--- config.mk ---
export PLATFORM = sky130hd
export DESIGN_NAME = erfw_sqrt
export DESIGN_NICKNAME = d
export VERILOG_FILES = /design/src/sv/erfw_pkg.sv /design/src/sv/erfw_sqrt.sv
export SDC_FILE = /design/constraint.sdc
export NUM_CORES = 2
export LEC_CHECK = 0
export BUFFER_PORTS_ARGS = -buffer_cell sky130_fd_sc_hd__buf_2
export CAP_MARGIN = 5
export CORE_ASPECT_RATIO = 1.2
export CORE_MARGIN = 2
export CORE_UTILIZATION = 60
export CTS_BUF_LIST = sky130_fd_sc_hd__clkbuf_4 sky130_fd_sc_hd__clkbuf_8
export CTS_CLUSTER_SIZE = 14
export DETAILED_ROUTE_END_ITERATION = 7
export PLACE_DENSITY = 0.83
export SYNTH_ARGS = -nofsm -noshare
export SYNTH_HDL_FRONTEND = slang
export SYNTH_SLANG_ARGS = --single-unit
--- constraint.sdc ---
create_clock -name clock -period 4.25 [get_ports clock]
set_clock_uncertainty 0.2 [all_clocks]
set_input_delay 0.2125 -clock clock [delete_from_list [all_inputs] [get_ports clock]]
set_output_delay 0.2125 -clock clock [all_outputs]
set_load 0.02 [all_outputs]
--- src/sv/erfw_pkg.sv ---
// Shared types and constants of the Winitzki erf approximation unit.
package erfw_pkg;

   // Fixed-point constants of the approximation.
   localparam logic [21:0] ALPHA_Q24  = 22'd2466251;
   localparam logic [24:0] FOURPI_Q24 = 25'd21361415;
   localparam logic [24:0] ONE_Q24    = 25'd16777216;
   localparam logic [31:0] ONE_Q31    = 32'h8000_0000;
   localparam logic [32:0] EXP_CUTOFF = 33'h0_2000_0000;
   localparam logic [32:0] ROUND_Q24  = 33'h0_0080_0000;
   localparam logic [63:0] ROUND_Q31  = 64'h0000_0000_4000_0000;
   localparam logic [16:0] MAG_MAX    = 17'd32767;

   // Pipeline depths.
   localparam int DIV_STAGES  = 25;
   localparam int SERIES_LEN  = 12;
   localparam int SQUARINGS   = 6;
   localparam int SQRT_STAGES = 32;
   localparam int EXP_LAT     = SERIES_LEN * 3 + 1 + SQUARINGS;
   localparam int PIPE_LAT    = 3 + DIV_STAGES + 2 + EXP_LAT + SQRT_STAGES + 1;

   // One stage of the restoring divider.
   typedef struct packed {
      logic [27:0] rem;
      logic [24:0] low;
      logic [24:0] quo;
      logic [27:0] den;
   } div_stage_type;

   // One stage of the exponential series.
   typedef struct packed {
      logic        zero;
      logic [29:0] u;
      logic [31:0] term;
      logic [30:0] prod;
      logic [32:0] pos;
      logic [32:0] neg;
   } exp_stage_type;

   // Reciprocal floor(2^33 / n) for the small constant divisors of the series.
   function automatic logic [33:0] recip_q33(input logic [3:0] n);
      logic [33:0] r;
      unique case (n)
         4'd1:    r = 34'd8589934592;
         4'd2:    r = 34'd4294967296;
         4'd3:    r = 34'd2863311530;
         4'd4:    r = 34'd2147483648;
         4'd5:    r = 34'd1717986918;
         4'd6:    r = 34'd1431655765;
         4'd7:    r = 34'd1227133513;
         4'd8:    r = 34'd1073741824;
         4'd9:    r = 34'd954437176;
         4'd10:   r = 34'd858993459;
         4'd11:   r = 34'd780903144;
         4'd12:   r = 34'd715827882;
         default: r = 34'd0;
      endcase
      return r;
   endfunction

endpackage

--- src/sv/erfw_sqrt.sv ---
// Pipelined integer square root, one result bit per stage.
module erfw_sqrt import erfw_pkg::*; (
   input  logic        clock,
   input  logic        adv,
   input  logic [62:0] v_in,
   output logic [31:0] root_out
);

   logic [62:0] v_ff    [SQRT_STAGES];
   logic [63:0] root_ff [SQRT_STAGES];

   for (genvar k = 0; k < SQRT_STAGES; k++) begin : g_stage
      localparam logic [63:0] BIT = 64'd1 << (62 - 2 * k);
      logic [62:0] v_src;
      logic [63:0] r_src;
      logic [63:0] cand;
      logic [63:0] v_left;
      logic [62:0] v_next;
      logic [63:0] r_next;

      // Subtract root plus bit where it fits and set the bit in the root.
      always_comb begin
         if (k == 0) begin
            v_src = v_in;
            r_src = '0;
         end else begin
            v_src = v_ff[(k == 0) ? 0 : k - 1];
            r_src = root_ff[(k == 0) ? 0 : k - 1];
         end
         cand   = r_src + BIT;
         v_left = {1'b0, v_src} - cand;
         if ({1'b0, v_src} >= cand) begin
            v_next = v_left[62:0];
            r_next = (r_src >> 1) + BIT;
         end else begin
            v_next = v_src;
            r_next = r_src >> 1;
         end
      end

      always_ff @(posedge clock) begin
         if (adv) begin
            v_ff[k]    <= v_next;
            root_ff[k] <= r_next;
         end
      end
   end

   assign root_out = root_ff[SQRT_STAGES-1][31:0];

endmodule

==> impl_results.md <==
* Routed WL per cell at 25.59 µm
* Clock-pin slew on the worst setup and hold paths at 0.08 ns
* CP top delay family: simple AND/OR/NAND/NOR gates
* Fin util at 67.71%
* EDFF count, synth at 2481
* Final Max Slew Viols at 0
* Area growth syn-to-layout at 12.11%
* Nets at 10690
* CP cell instances: or4_1 -> or3_1 -> or3_1 -> or4_1 -> a311oi_4 -> o2111ai_2 -> buf_4 -> mux2_1
* IO buf count at 96
* Layout fillers at 13290
* Hold Vio Cnt, Final at 0
* CTS tree: done
* Ys Warns at 0
* WP data arrival at 4.83 ns
* CTS Buffer Depth at 4
* Yosys cell types at 100
* Initial DRT Pass Iterations at 8
* Cell row count at 178
* Cells after Synth at 9343
* CP max FO at 30
* Post-Route Setup TNS at 0 ns
* Via count at 80550
* CP startpoint kind: flop
* CTS root buffer: clkbuf_8
* Outcome: finished with violations
* Hold Slack at 0.08825 ns
* Avg Synthesized Cell Area at 12.67 µm²
* Crit end category: flop
* Worst skew pair latency at 1.14 ns
* RSZ-0062 raised after global routing: yes
* Routability cong. at 1.045
* Setup CP Type: flop to flop
* Synth Register Bits at 2481
* Leak at 0.05067 µW
* Post-synth ARST share at 0%
* Fin crit share at 99.75%
* Crit path buffers/inverters at 1
* # DRC at 12
* Slew @ Worst Pin at 1.221 ns
* Syn Nets at 9965
* Final wirelength at 332200 µm
* Critical Path RT at 4.84 ns
* Most frequent cells in the layout: edfxtp_1, inv_1, nand2_1
* Crit-path max cell delay at 0.63 ns
* Max Freq at 0.2359 GHz
* Hold crit path type: input pin to flop
* Vias in the first global route at 81780
* IO Count at 97
* FF-to-FF setup slack at 0.01 ns
* Failing checks: DRC
* Global route total overflow at 0
* Max cap viols at 0
* GRT Resource Usage Total at 32.51%
* Main synth FF type: edfxtp_1
* TritonCTS Buffers at 383
* H-tree levels at 5
* Initial detailed-routing violation count at 7632
* Die Height at 490.6 µm
* Mapped Area at 118400 µm²
* Final Setup Violations at 0
* P per Cell Area at 537.0 nW/µm²
* Initial Util at 60.40%
* Die Span X at 409.5 µm
* Die Area at 200900 µm²
* Slew headroom at 18.63%
* Vias per cell at 6.206
* Clk sinks at 2481
* Largest net degree at the start of global routing at 157
* Post-synthesis sequential area ratio at 62.94%
* Layout cells sized above 1 at 11.18%
* CP max-delay cell: or4_1
* Clock period minus worst slack at 4.239 ns
* Worst vdd ir at 0.0004614 V
* CORE AREA at 196000 µm²
* First-pass GRT wire length at 486800 µm
* ANT nets after route at 0
* Initial antenna violation count at 15
* Commonest non-fill, non-tap cell in the layout: edfxtp_1
* Hpwl dp at 238100 µm
## through the flow
stage          total power, µW  std cells  setup WS, ns  instance area, µm²
2_1_floorplan            44470       9343        0.6648              118400
3_3_place_gp             50690      12150       -0.6203              123900
3_5_place_dp             51170      12150       -0.7089              123900
4_1_cts                  70500      12960       0.01255              132500
5_1_grt                  74080      12980      -0.03848              132700
6_report                 71270      12980       0.01079              132700
## routing by layer
layer | global-route usage, % | part of all wire [%] | vias up
li1 | - | - | 36480
met1 | 28.29 | 29 | 38630
met2 | 60.28 | 53 | 3970
met3 | 6.249 | 6.0 | 1472
met4 | 32.21 | 12 | 4
met5 | 0 | 0.0087 | -
## tightest hold or removal path, stage by stage
cell,delay [ns]
dlygate4sd3_1,0.52
buf_2,0.09
dlygate4sd3_1,0.54
## power by group
part           internal, µW  switching (µW)  leakage (µW)  total, µW
logic                  7090           10400        0.0230      17500
registers             31200            2920        0.0239      34200
clock network         10100            9590       0.00382      19600
total                 48400           22900        0.0507      71300
## what timing repair did
item / in CTS / in global routing
setup buffers: 1 / 5
endpoints found under the setup margin: 93 / 80
hold endpoints to repair: 2386 / 0
hold buffers: 127 / 0
gates resized for setup: 10 / 31
pin swaps: 2 / 6
gates cloned: 0 / 0
## sequential cells by signal, indices dropped and copies added, names as in the netlist
register	flops
root_ff	528
v_ff	1953
## layout make-up
cell class | instances | area, µm² | area share (%)
well taps | 2610 | 3266 | 2.461
inverters | 691 | 2594 | 1.954
repair buffers | 513 | 4293 | 3.235
clock inverters | 204 | 1287 | 0.9701
multi-input cells | 5993 | 40780 | 30.73
diodes | 19 | 47.55 | 0.03583
flip-flops and latches | 2481 | 74500 | 56.14
clock buffers | 469 | 5942 | 4.477
## Yosys cell counts (36+ instances only)
master / n / area [µm²]
edfxtp_1: 2481 / 74500
inv_1: 688 / 2582
nand2_1: 635 / 2384
nor2_1: 584 / 2192
a21oi_1: 571 / 2858
ha_1: 556 / 6957
o21ai_0: 457 / 2287
xnor2_1: 442 / 3871
xor2_1: 405 / 3547
nor4_1: 312 / 1952
nor3_1: 249 / 1246
a21o_1: 224 / 1682
nand3_1: 136 / 680.7
clkbuf_1: 129 / 484.2
nand4_1: 127 / 794.5
nand2b_1: 124 / 775.7
o21a_1: 93 / 698.2
or3_1: 90 / 563.0
mux2_2: 76 / 855.8
nor2b_1: 70 / 437.9
a31oi_1: 58 / 362.9
or4_1: 57 / 427.9
o21bai_1: 53 / 397.9
a211oi_1: 51 / 382.9
nor4b_1: 47 / 411.6
and3_1: 45 / 281.5
or2_2: 38 / 237.7
o31ai_1: 36 / 270.3
## path summary, 6_finish.rpt
check | end | cells after the start | start
min reg2reg | v_ff[0][970] | 0 | v_ff[0][907]
max reg2reg | v_ff[1][108] | 8 | v_ff[1][53]
max | v_ff[1][108] | 8 | v_ff[1][53]
min | v_ff[0][43] | 3 | v_in[43]
## cells by family (layout without fill, tap and decap cells)
group	after synthesis	after routing	share of synthesized area, %
flip-flops	2481	2481	62.94
AND/OR/NAND/NOR	2675	2675	11.58
buffers and inverters	869	1877	2.843
multiplexers	102	102	0.9841
other	1	20	0.003168
AO/OA/AOI/OAI	1811	1811	9.497
adder cells (fa/ha/maj)	557	557	5.894
XOR/XNOR	847	847	6.267
No activity file was read; power rests on OpenSTA's default activity.
